--- src/hw/rtl/assert_macros.svh ---
// Assertion macros for the RTL of the spectrum bar scaler.
// No dependencies; included by files that carry concurrent assertions.
`ifndef ASSERT_MACROS_SVH
`define ASSERT_MACROS_SVH

// Property that must hold at every clock edge outside reset.
`define SDBS_ASSERT(lbl, clk, rst, prop, msg) \
   lbl: assert property (@(posedge clk) disable iff (rst) (prop)) else $error(msg);

// Same-cycle implication.
`define SDBS_ASSERT_IMPLIES(lbl, clk, rst, ante, cons, msg) \
   lbl: assert property (@(posedge clk) disable iff (rst) (ante) |-> (cons)) else $error(msg);

// Next-cycle implication.
`define SDBS_ASSERT_NEXT(lbl, clk, rst, ante, cons, msg) \
   lbl: assert property (@(posedge clk) disable iff (rst) (ante) |=> (cons)) else $error(msg);

`endif

--- src/hw/rtl/sdbs_pkg.sv ---
// Package of the spectrum bar scaler: state type, fixed widths, constants
// and the log2 helper functions. No dependencies.
`timescale 1ns / 1ps

package sdbs_pkg;

   typedef enum logic [2:0] {
      S_LOAD,
      S_PEAK_LEAD,
      S_PEAK_FRAC,
      S_EMIT,
      S_DRAIN
   } sdbs_state_type;

   localparam int MAG_W      = 32;
   localparam int LEAD_W     = 5;
   localparam int FRAC_W     = 8;
   localparam int LOG_W      = LEAD_W + FRAC_W;
   localparam int PROD_W     = 25;
   localparam int DB_W       = PROD_W - FRAC_W;
   localparam int X_W        = 15;
   localparam int P_W        = 21;
   localparam int Q_FULL_W   = 41;
   localparam int RECIP_SHIFT = 32;
   localparam int Q_W        = Q_FULL_W - RECIP_SHIFT;
   localparam int BAR_W      = 6;
   localparam int BIN_W      = 5;

   localparam logic signed [PROD_W-1:0] DB_SCALE      = 25'sd602;
   localparam logic signed [PROD_W-1:0] ROUND_BIAS    = 25'sd255;
   localparam logic signed [DB_W-1:0]   DB_FLOOR      = -17'sd6000;
   localparam logic [P_W-1:0]           BAR_MAX       = 21'd58;
   // ceil(2^32 / 6000): exact floor division for every product below 2^21.
   localparam logic [Q_FULL_W-1:0]      RECIP_DB_SPAN = 41'd715828;

   // Position of the leading one by binary search; zero gives zero.
   function automatic logic [LEAD_W-1:0] lead_of(input logic [MAG_W-1:0] v);
      logic [LEAD_W-1:0] lead;
      logic [MAG_W-1:0]  x;
      lead = '0;
      x    = v;
      if (x[31:16] != '0) begin
         lead[4] = 1'b1;
         x = x >> 16;
      end
      if (x[15:8] != '0) begin
         lead[3] = 1'b1;
         x = x >> 8;
      end
      if (x[7:4] != '0) begin
         lead[2] = 1'b1;
         x = x >> 4;
      end
      if (x[3:2] != '0) begin
         lead[1] = 1'b1;
         x = x >> 2;
      end
      if (x[1]) begin
         lead[0] = 1'b1;
      end
      return lead;
   endfunction

   // The eight bits just below the leading one, zero filled at the bottom.
   function automatic logic [FRAC_W-1:0] frac_of(input logic [MAG_W-1:0] v,
                                                 input logic [LEAD_W-1:0] lead);
      logic [MAG_W+FRAC_W-1:0] t;
      t = {v, {FRAC_W{1'b0}}} >> lead;
      return t[FRAC_W-1:0];
   endfunction

endpackage

--- src/hw/rtl/sdbs_ram.sv ---
// Generic single-clock RAM with one write port and one registered read port.
// No dependencies.
`timescale 1ns / 1ps

module sdbs_ram #(
   parameter int WIDTH = 32,
   parameter int DEPTH = 32
) (
   input  logic                     clock,
   input  logic                     wr_en,
   input  logic [$clog2(DEPTH)-1:0] wr_addr,
   input  logic [WIDTH-1:0]         wr_data,
   input  logic                     rd_en,
   input  logic [$clog2(DEPTH)-1:0] rd_addr,
   output logic [WIDTH-1:0]         rd_data
);

   logic [WIDTH-1:0] mem [DEPTH];
   logic [WIDTH-1:0] rd_data_ff;

   always_ff @(posedge clock) begin
      if (wr_en) begin
         mem[wr_addr] <= wr_data;
      end
      if (rd_en) begin
         rd_data_ff <= mem[rd_addr];
      end
   end

   assign rd_data = rd_data_ff;

endmodule

--- src/hw/rtl/spectrum_db_bar_scaler.sv ---
// Top level of the spectrum bar scaler: frame load, peak log and bar pipeline.
// Depends on sdbs_pkg, sdbs_ram and assert_macros.svh.
`timescale 1ns / 1ps
`include "assert_macros.svh"

// Channel   Ports                                   Transfer
// --------  --------------------------------------  ------------------------------
// request   start, busy, req_magnitude,            start high and busy low
//           req_frame_end
// response  rsp_valid, rsp_bin_index,               every cycle rsp_valid is high
//           rsp_bar_height, rsp_is_fundamental,
//           rsp_last_bar
//
// Each bin of a frame is taken while loading, on a transfer of the request
// channel. After the closing bin the block is busy: S_PEAK_LEAD and S_PEAK_FRAC
// form log2 of the peak, S_EMIT reads the bin memory one entry per cycle and
// S_DRAIN lets the seven pipeline stages drain. Bars leave one per cycle, in
// bin order. Reset is synchronous; memory contents are not cleared, only bins
// written in the current frame are read. The receiver cannot stall the bars.

module spectrum_db_bar_scaler
   import sdbs_pkg::*;
#(
   parameter int NUM_BINS = 32
) (
   input  logic               clock,
   input  logic               reset,
   input  logic               start,
   output logic               busy,
   input  logic [MAG_W-1:0]   req_magnitude,
   input  logic               req_frame_end,
   output logic               rsp_valid,
   output logic [BIN_W-1:0]   rsp_bin_index,
   output logic [BAR_W-1:0]   rsp_bar_height,
   output logic               rsp_is_fundamental,
   output logic               rsp_last_bar
);

   localparam int AW   = $clog2(NUM_BINS);
   localparam int CW   = $clog2(NUM_BINS + 1);
   // Stage 0 holds the RAM read, stages 1 to 5 compute, stage 6 is the output.
   localparam int NSTG = 7;

   typedef struct packed {
      logic [AW-1:0] idx;
      logic          last;
   } tag_type;

   // Control state.
   sdbs_state_type state_ff, state_in;
   logic [CW-1:0]    load_count_ff, load_count_in;
   logic [CW-1:0]    frame_len_ff, frame_len_in;
   logic [CW-1:0]    rd_idx_ff, rd_idx_in;
   logic [MAG_W-1:0] peak_ff, peak_in;
   logic [LEAD_W-1:0] peak_lead_ff;
   logic [LOG_W-1:0]  peak_log_ff;

   logic accept;
   logic frame_done;
   logic issue;
   logic rd_last;
   logic pipe_busy;

   // Pipeline bookkeeping.
   logic [NSTG-1:0] valid_ff;
   tag_type         tag_ff [NSTG];

   // Datapath registers.
   logic [MAG_W-1:0]         mag_a_ff;
   logic [LEAD_W-1:0]        lead_a_ff;
   logic                     zero_a_ff, zero_b_ff, zero_c_ff, zero_d_ff, zero_e_ff;
   logic [LOG_W-1:0]         log_b_ff;
   logic signed [PROD_W-1:0] prod_c_ff, prod_c_in;
   logic [X_W-1:0]           x_d_ff, x_d_in;
   logic [P_W-1:0]           p_e_ff;
   logic [BAR_W-1:0]         bar_ff, bar_in;

   logic signed [LOG_W:0]    diff;
   logic signed [PROD_W-1:0] rounded;
   logic signed [DB_W-1:0]   db;
   logic signed [DB_W-1:0]   db_shift;
   logic [Q_FULL_W-1:0]      q_full;
   logic [Q_W-1:0]           q;

   logic [MAG_W-1:0] ram_rd_data;
   logic [AW+BIN_W-1:0] idx_ext;

   assign accept     = start && !busy;
   assign frame_done = req_frame_end || (load_count_ff == CW'(NUM_BINS - 1));
   assign rd_last    = (rd_idx_ff == CW'(frame_len_ff - 1'b1));
   assign pipe_busy  = (valid_ff[NSTG-2:0] != '0);

   // The memory is written only while loading and read only while emitting,
   // so a read never meets a write to the same entry.
   sdbs_ram #(
      .WIDTH (MAG_W),
      .DEPTH (NUM_BINS)
   ) u_store (
      .clock   (clock),
      .wr_en   (accept),
      .wr_addr (load_count_ff[AW-1:0]),
      .wr_data (req_magnitude),
      .rd_en   (issue),
      .rd_addr (rd_idx_ff[AW-1:0]),
      .rd_data (ram_rd_data)
   );

   // Next state.
   always_comb begin
      state_in = state_ff;
      case (state_ff)
         S_LOAD: begin
            if (accept && frame_done) begin
               state_in = S_PEAK_LEAD;
            end
         end
         S_PEAK_LEAD: state_in = S_PEAK_FRAC;
         S_PEAK_FRAC: state_in = S_EMIT;
         S_EMIT: begin
            if (rd_last) begin
               state_in = S_DRAIN;
            end
         end
         S_DRAIN: begin
            if (!pipe_busy) begin
               state_in = S_LOAD;
            end
         end
         default: state_in = S_LOAD;
      endcase
   end

   // State outputs.
   always_comb begin
      busy  = 1'b1;
      issue = 1'b0;
      case (state_ff)
         S_LOAD:  busy  = 1'b0;
         S_EMIT:  issue = 1'b1;
         default: begin
            busy  = 1'b1;
            issue = 1'b0;
         end
      endcase
   end

   // Frame counters and running peak.
   always_comb begin
      load_count_in = load_count_ff;
      frame_len_in  = frame_len_ff;
      peak_in       = peak_ff;
      rd_idx_in     = rd_idx_ff;
      if (accept) begin
         if (frame_done) begin
            load_count_in = '0;
            frame_len_in  = CW'(load_count_ff + 1'b1);
         end else begin
            load_count_in = CW'(load_count_ff + 1'b1);
         end
         if (req_magnitude > peak_ff) begin
            peak_in = req_magnitude;
         end
      end
      // The peak log is captured in this state, so the peak can start over.
      if (state_ff == S_PEAK_FRAC) begin
         peak_in   = MAG_W'(1);
         rd_idx_in = '0;
      end
      if (issue) begin
         rd_idx_in = CW'(rd_idx_ff + 1'b1);
      end
   end

   always_ff @(posedge clock) begin
      if (reset) begin
         state_ff      <= S_LOAD;
         load_count_ff <= '0;
         frame_len_ff  <= '0;
         rd_idx_ff     <= '0;
         peak_ff       <= MAG_W'(1);
      end else begin
         state_ff      <= state_in;
         load_count_ff <= load_count_in;
         frame_len_ff  <= frame_len_in;
         rd_idx_ff     <= rd_idx_in;
         peak_ff       <= peak_in;
      end
   end

   // Log2 of the peak: leading one first, in S_PEAK_LEAD, then the fraction, in S_PEAK_FRAC.
   always_ff @(posedge clock) begin
      if (state_ff == S_PEAK_LEAD) begin
         peak_lead_ff <= lead_of(peak_ff);
      end
      if (state_ff == S_PEAK_FRAC) begin
         peak_log_ff <= {peak_lead_ff, frac_of(peak_ff, peak_lead_ff)};
      end
   end

   // Valid bits travel with the bin tags down the pipeline.
   always_ff @(posedge clock) begin
      if (reset) begin
         valid_ff <= '0;
      end else begin
         valid_ff <= {valid_ff[NSTG-2:0], issue};
      end
   end

   always_ff @(posedge clock) begin
      tag_ff[0] <= '{idx: rd_idx_ff[AW-1:0], last: rd_last};
      for (int k = 1; k < NSTG; k++) begin
         tag_ff[k] <= tag_ff[k-1];
      end
   end

   // Arithmetic of the stages.
   always_comb begin
      // Difference of Q8 logs, scaled to hundredths of a dB.
      diff      = $signed({1'b0, log_b_ff}) - $signed({1'b0, peak_log_ff});
      prod_c_in = $signed({{(PROD_W - LOG_W - 1){diff[LOG_W]}}, diff}) * DB_SCALE;

      // Divide by 256 truncating toward zero, then clamp at the floor.
      rounded  = prod_c_ff + (prod_c_ff[PROD_W-1] ? ROUND_BIAS : '0);
      db       = rounded[PROD_W-1:FRAC_W];
      db_shift = db - DB_FLOOR;
      if (db < DB_FLOOR) begin
         x_d_in = '0;
      end else begin
         x_d_in = db_shift[X_W-1:0];
      end

      // Divide by the dB span through its reciprocal, clamp at the bar maximum; a zero bin gives zero.
      q_full = Q_FULL_W'(p_e_ff) * RECIP_DB_SPAN;
      q      = q_full[Q_FULL_W-1:RECIP_SHIFT];
      if (zero_e_ff) begin
         bar_in = '0;
      end else if (Q_W'(BAR_MAX) < q) begin
         bar_in = BAR_W'(BAR_MAX);
      end else begin
         bar_in = q[BAR_W-1:0];
      end
   end

   always_ff @(posedge clock) begin
      mag_a_ff  <= ram_rd_data;
      lead_a_ff <= lead_of(ram_rd_data);
      zero_a_ff <= (ram_rd_data == '0);

      log_b_ff  <= {lead_a_ff, frac_of(mag_a_ff, lead_a_ff)};
      zero_b_ff <= zero_a_ff;

      prod_c_ff <= prod_c_in;
      zero_c_ff <= zero_b_ff;

      x_d_ff    <= x_d_in;
      zero_d_ff <= zero_c_ff;

      p_e_ff    <= P_W'(x_d_ff) * BAR_MAX;
      zero_e_ff <= zero_d_ff;

      bar_ff    <= bar_in;
   end

   assign idx_ext            = {{BIN_W{1'b0}}, tag_ff[NSTG-1].idx};
   assign rsp_valid          = valid_ff[NSTG-1];
   assign rsp_bin_index      = idx_ext[BIN_W-1:0];
   assign rsp_bar_height     = bar_ff;
   assign rsp_is_fundamental = (tag_ff[NSTG-1].idx == AW'(1));
   assign rsp_last_bar       = tag_ff[NSTG-1].last;

   // A bar only leaves while the block is still busy with its frame.
   `SDBS_ASSERT_IMPLIES(a_rsp_while_busy, clock, reset, rsp_valid, busy, "bar outside emit phase")
   // The closing bin starts the peak step with the load count cleared.
   `SDBS_ASSERT_NEXT(a_end_starts_emit, clock, reset, accept && frame_done, (state_ff == S_PEAK_LEAD) && (load_count_ff == '0), "frame end not taken")
   // The final bar of a frame is followed by a gap.
   `SDBS_ASSERT_NEXT(a_gap_after_last, clock, reset, rsp_valid && rsp_last_bar, !rsp_valid, "bar after last bar")
   // Emission runs with the peak already restarted for the next frame.
   `SDBS_ASSERT_IMPLIES(a_peak_restarted, clock, reset, state_ff == S_EMIT, peak_ff == MAG_W'(1), "peak not restarted")
   // Bars never exceed the scale.
   `SDBS_ASSERT_IMPLIES(a_bar_range, clock, reset, rsp_valid, rsp_bar_height <= BAR_W'(BAR_MAX), "bar above scale")

endmodule
--- config.mk ---
export PLATFORM = sky130hd
export DESIGN_NAME = spectrum_db_bar_scaler
export DESIGN_NICKNAME = d
export VERILOG_FILES = /design/src/hw/rtl/sdbs_pkg.sv /design/src/hw/rtl/sdbs_ram.sv /design/src/hw/rtl/spectrum_db_bar_scaler.sv
export VERILOG_INCLUDE_DIRS = /design/src /design/src/hw/rtl
export SDC_FILE = /design/constraint.sdc
export NUM_CORES = 2
export LEC_CHECK = 0
export BUFFER_PORTS_ARGS = -buffer_cell sky130_fd_sc_hd__buf_2
export CAP_MARGIN = 20
export CORE_MARGIN = 3
export CORE_UTILIZATION = 46
export CTS_CLUSTER_DIAMETER = 80
export DETAILED_ROUTE_END_ITERATION = 6
export SETUP_SLACK_MARGIN = 0.2
export SKIP_LAST_GASP = 1
export SYNTH_ARGS = -nofsm -noshare
export SYNTH_HDL_FRONTEND = slang
export SYNTH_SLANG_ARGS = --single-unit
--- constraint.sdc ---
create_clock -name clock -period 6.1 [get_ports clock]
set_input_delay 0.915 -clock clock [delete_from_list [all_inputs] [get_ports clock]]
set_output_delay 0.915 -clock clock [all_outputs]
set_load 0.02 [all_outputs]
==> results.sh <==
export IMPL_yosysWarningCount=0
export IMPL_startpoint_type="register"
export IMPL_die_w_um=371
export IMPL_post_route_period_util=0.948
export IMPL_crit_required_ns=6.76
export IMPL_drtIter0Drc=2969
export IMPL_yosysUniqueCellTypes=81
export IMPL_async_reset_ff_frac=0
export IMPL_fin_skew_ns=0.0558
export IMPL_worst_ep_arrival_time_ns=6.44
export IMPL_grt_setup_unrepaired="true"
export IMPL_worst_pin_slew_ns=1.13
export IMPL_grt_max_degree=141
export IMPL_layout_common_cells="edfxtp_1, inv_1, mux4_2, ha_1, dfxtp_1"
export IMPL_tritoncts="yes"
export IMPL_cp_max_fo=3
export IMPL_clock_sinks=1295
export IMPL_post_drt_wl_per_cell_um=26.0
export IMPL_postLayoutCoreUtil=0.527
export IMPL_holdCritPathClass="reg2reg"
export IMPL_vias=33400
export IMPL_hold_start="zero_b_ff"
export IMPL_ctsHtreeMaxLevel=4
export IMPL_fp_dieArea_um2=138000
export IMPL_cts_buffers=139
export IMPL_synth_edf_count=1074
export IMPL_row_count=133
export IMPL_fmax_mhz=173
export IMPL_min_period_ns=5.78
export IMPL_report_final_hold_viol_count=0
export IMPL_postRouteAntennaNets=0
export IMPL_antenna_found_initial=16
export IMPL_finalMaxSlewViolations=0
export IMPL_fp_dieH_um=371
export IMPL_start_util=0.465
export IMPL_worst_setup_path_end_kind="register"
export IMPL_avgSynthCellArea_um2=16.1
export IMPL_fin_nets=4533
export IMPL_netlist_area_um2=61300
export IMPL_grt_pass1_wl_mm=223
export IMPL_crit_type="reg2reg"
export IMPL_io_pin_count=51
export IMPL_detailed_place_hpwl_mm=96.2
export IMPL_syn_num_nets=4363
export IMPL_drc_errors=0
export IMPL_gp_congestion=0.850
export IMPL_relSlewSlack=0.248
export IMPL_area_growth_syn_to_layout_pct=13.4
export IMPL_first_pass_iters=5
export IMPL_drive_gt1_frac=0.219
export IMPL_r2r_start="peak_log_ff[1]"
export IMPL_crit_start="peak_log_ff[1]"
export IMPL_final_common_cell="edfxtp_1"
export IMPL_worstSkewPairLatency_ns=0.77
export IMPL_grt_pass1_vias=33300
export IMPL_clk_pin_slew_ns=0.06
export IMPL_ys_ff_latch=1295
export IMPL_synth_flop_cell="edfxtp_1"
export IMPL_fin_tns_setup_ns=0
export IMPL_drv_cap=0
export IMPL_coreArea_um2=132000
export IMPL_root_buffer="clkbuf_16"
export IMPL_status="completed"
export IMPL_syn_inst=3805
export IMPL_grt_use_total=0.223
export IMPL_setup_violations=0
export IMPL_io_buffers=50
export IMPL_ctsLongestPathBuffers=3
export IMPL_wirelength_mm=152
export IMPL_ys_seq_area_frac=0.599
export IMPL_overflow=0
export IMPL_routed_via_density=5.71
==> registers in the layout, summed over array words and instances (netlist names), 3 cells and up <==
signal and count:
u_store.rd_data 32, state_ff 3, rsp_bar_height 6, frame_len_ff 6, rd_idx_ff 6, tag_ff 42, lead_a_ff 5, log_b_ff 13
prod_c_ff 24, peak_ff 32, mag_a_ff 31, peak_lead_ff 5, peak_log_ff 13, u_store.mem 1024, valid_ff 7, p_e_ff 20
load_count_ff 6, x_d_ff 15
==> cell type report <==
type | count | area [um^2]
antenna | 4 | 10.0
clock buffer | 185 | 3840
tap | 1755 | 2200
clock inverter | 69 | 726
multi-input combinational | 1942 | 23100
sequential | 1295 | 36700
fill | 10700 | 62300
timing repair buffer | 169 | 1290
inverter | 428 | 1610
==> kinds of logic (layout without fill, tap and decap cells) <==
family                     after synthesis  in the layout  share of synthesized area
adders and majority gates              522            522                      0.130
AOI/OAI and AO/OA                      418            418                     0.0425
and+or+nand+nor                        478            478                     0.0383
buffers and inverters                  568            851                     0.0349
xor gates and xnor gates                88             88                     0.0126
other                                    1              5                  0.0000612
DFF                                   1295           1295                      0.599
muxes                                  435            435                      0.143
==> stage by stage <==
| step | std cells | hold WS [ns] | area (um^2) | worst slack (ns) |
|---|---|---|---|---|
| floorplan | 3805 | 0.310 | 61300 | 0.168 |
| global placement | 5567 | 0.310 | 64300 | -0.00486 |
| detailed placement | 5570 | 0.312 | 64300 | 0.00347 |
| CTS | 5832 | 0.325 | 69000 | 0.178 |
| global route | 5845 | 0.329 | 69500 | 0.0228 |
| finish | 5847 | 0.324 | 69500 | 0.315 |
==> synthesized netlist by cell type (all sizes together), types with 62 or more instances <==
| master | instances | area, um^2 |
|---|---|---|
| nand2 | 100 | 375 |
| nor2 | 143 | 537 |
| nand3 | 65 | 325 |
| clkbuf | 102 | 383 |
| edfxtp | 1074 | 32300 |
| inv | 427 | 1600 |
| dfxtp | 221 | 4420 |
| o21ai | 100 | 504 |
| ha | 331 | 4140 |
| xnor2 | 62 | 543 |
| mux4 | 347 | 7820 |
| a21oi | 153 | 766 |
| fa | 191 | 3820 |
==> critical path: stages (launching register included) <==
cell,delay (ns)
edfxtp_1,0.37
inv_2,0.09
ha_4,0.20
nor2b_4,0.12
o31a_1,0.31
o211ai_1,0.23
a21oi_1,0.12
nor3_1,0.22
xnor2_1,0.17
buf_4,0.17
ha_4,0.20
ha_4,0.26
inv_2,0.03
fa_1,0.51
inv_2,0.04
fa_1,0.46
fa_1,0.54
ha_4,0.31
buf_6,0.10
nand3_4,0.06
or2_4,0.25
o221a_4,0.22
o21a_1,0.18
nor2b_1,0.15
o21ai_2,0.08
nor2b_2,0.16
xnor2_1,0.11
==> timing repair <==
| item | CTS | global route |
|---|---|---|
| pin swaps | 24 | 38 |
| hold endpoints to repair | 0 | 0 |
| buffers inserted | 8 | 8 |
| endpoints found under the setup margin | 7 | 14 |
| gates cloned | 0 | 0 |
| hold buffers | 0 | 0 |
| gates resized for setup | 15 | 72 |
==> path summary, 6_finish.rpt <==
check	endpoint	depth (start not counted)	slack [ns]
setup / recovery	prod_c_ff[21]	26	0.32
hold / removal	zero_c_ff	0	0.32
setup reg to reg	prod_c_ff[21]	26	0.32
hold reg to reg	zero_c_ff	0	0.32
==> metal layers <==
metal | GRT usage | vias to the layer above | wire (um) | part of all wire
met5 | 0 | - | 12 | 0.000079
met4 | 0.0570 | 2 | 3200 | 0.021
met3 | 0.0414 | 202 | 10700 | 0.071
met2 | 0.364 | 1148 | 74700 | 0.49
met1 | 0.311 | 17300 | 63300 | 0.42
li1 | - | 14800 | - | -
Power is left out: the tool's default activity adds up to more than one toggle a clock period on the data nets, which glitch-free logic cannot reach.
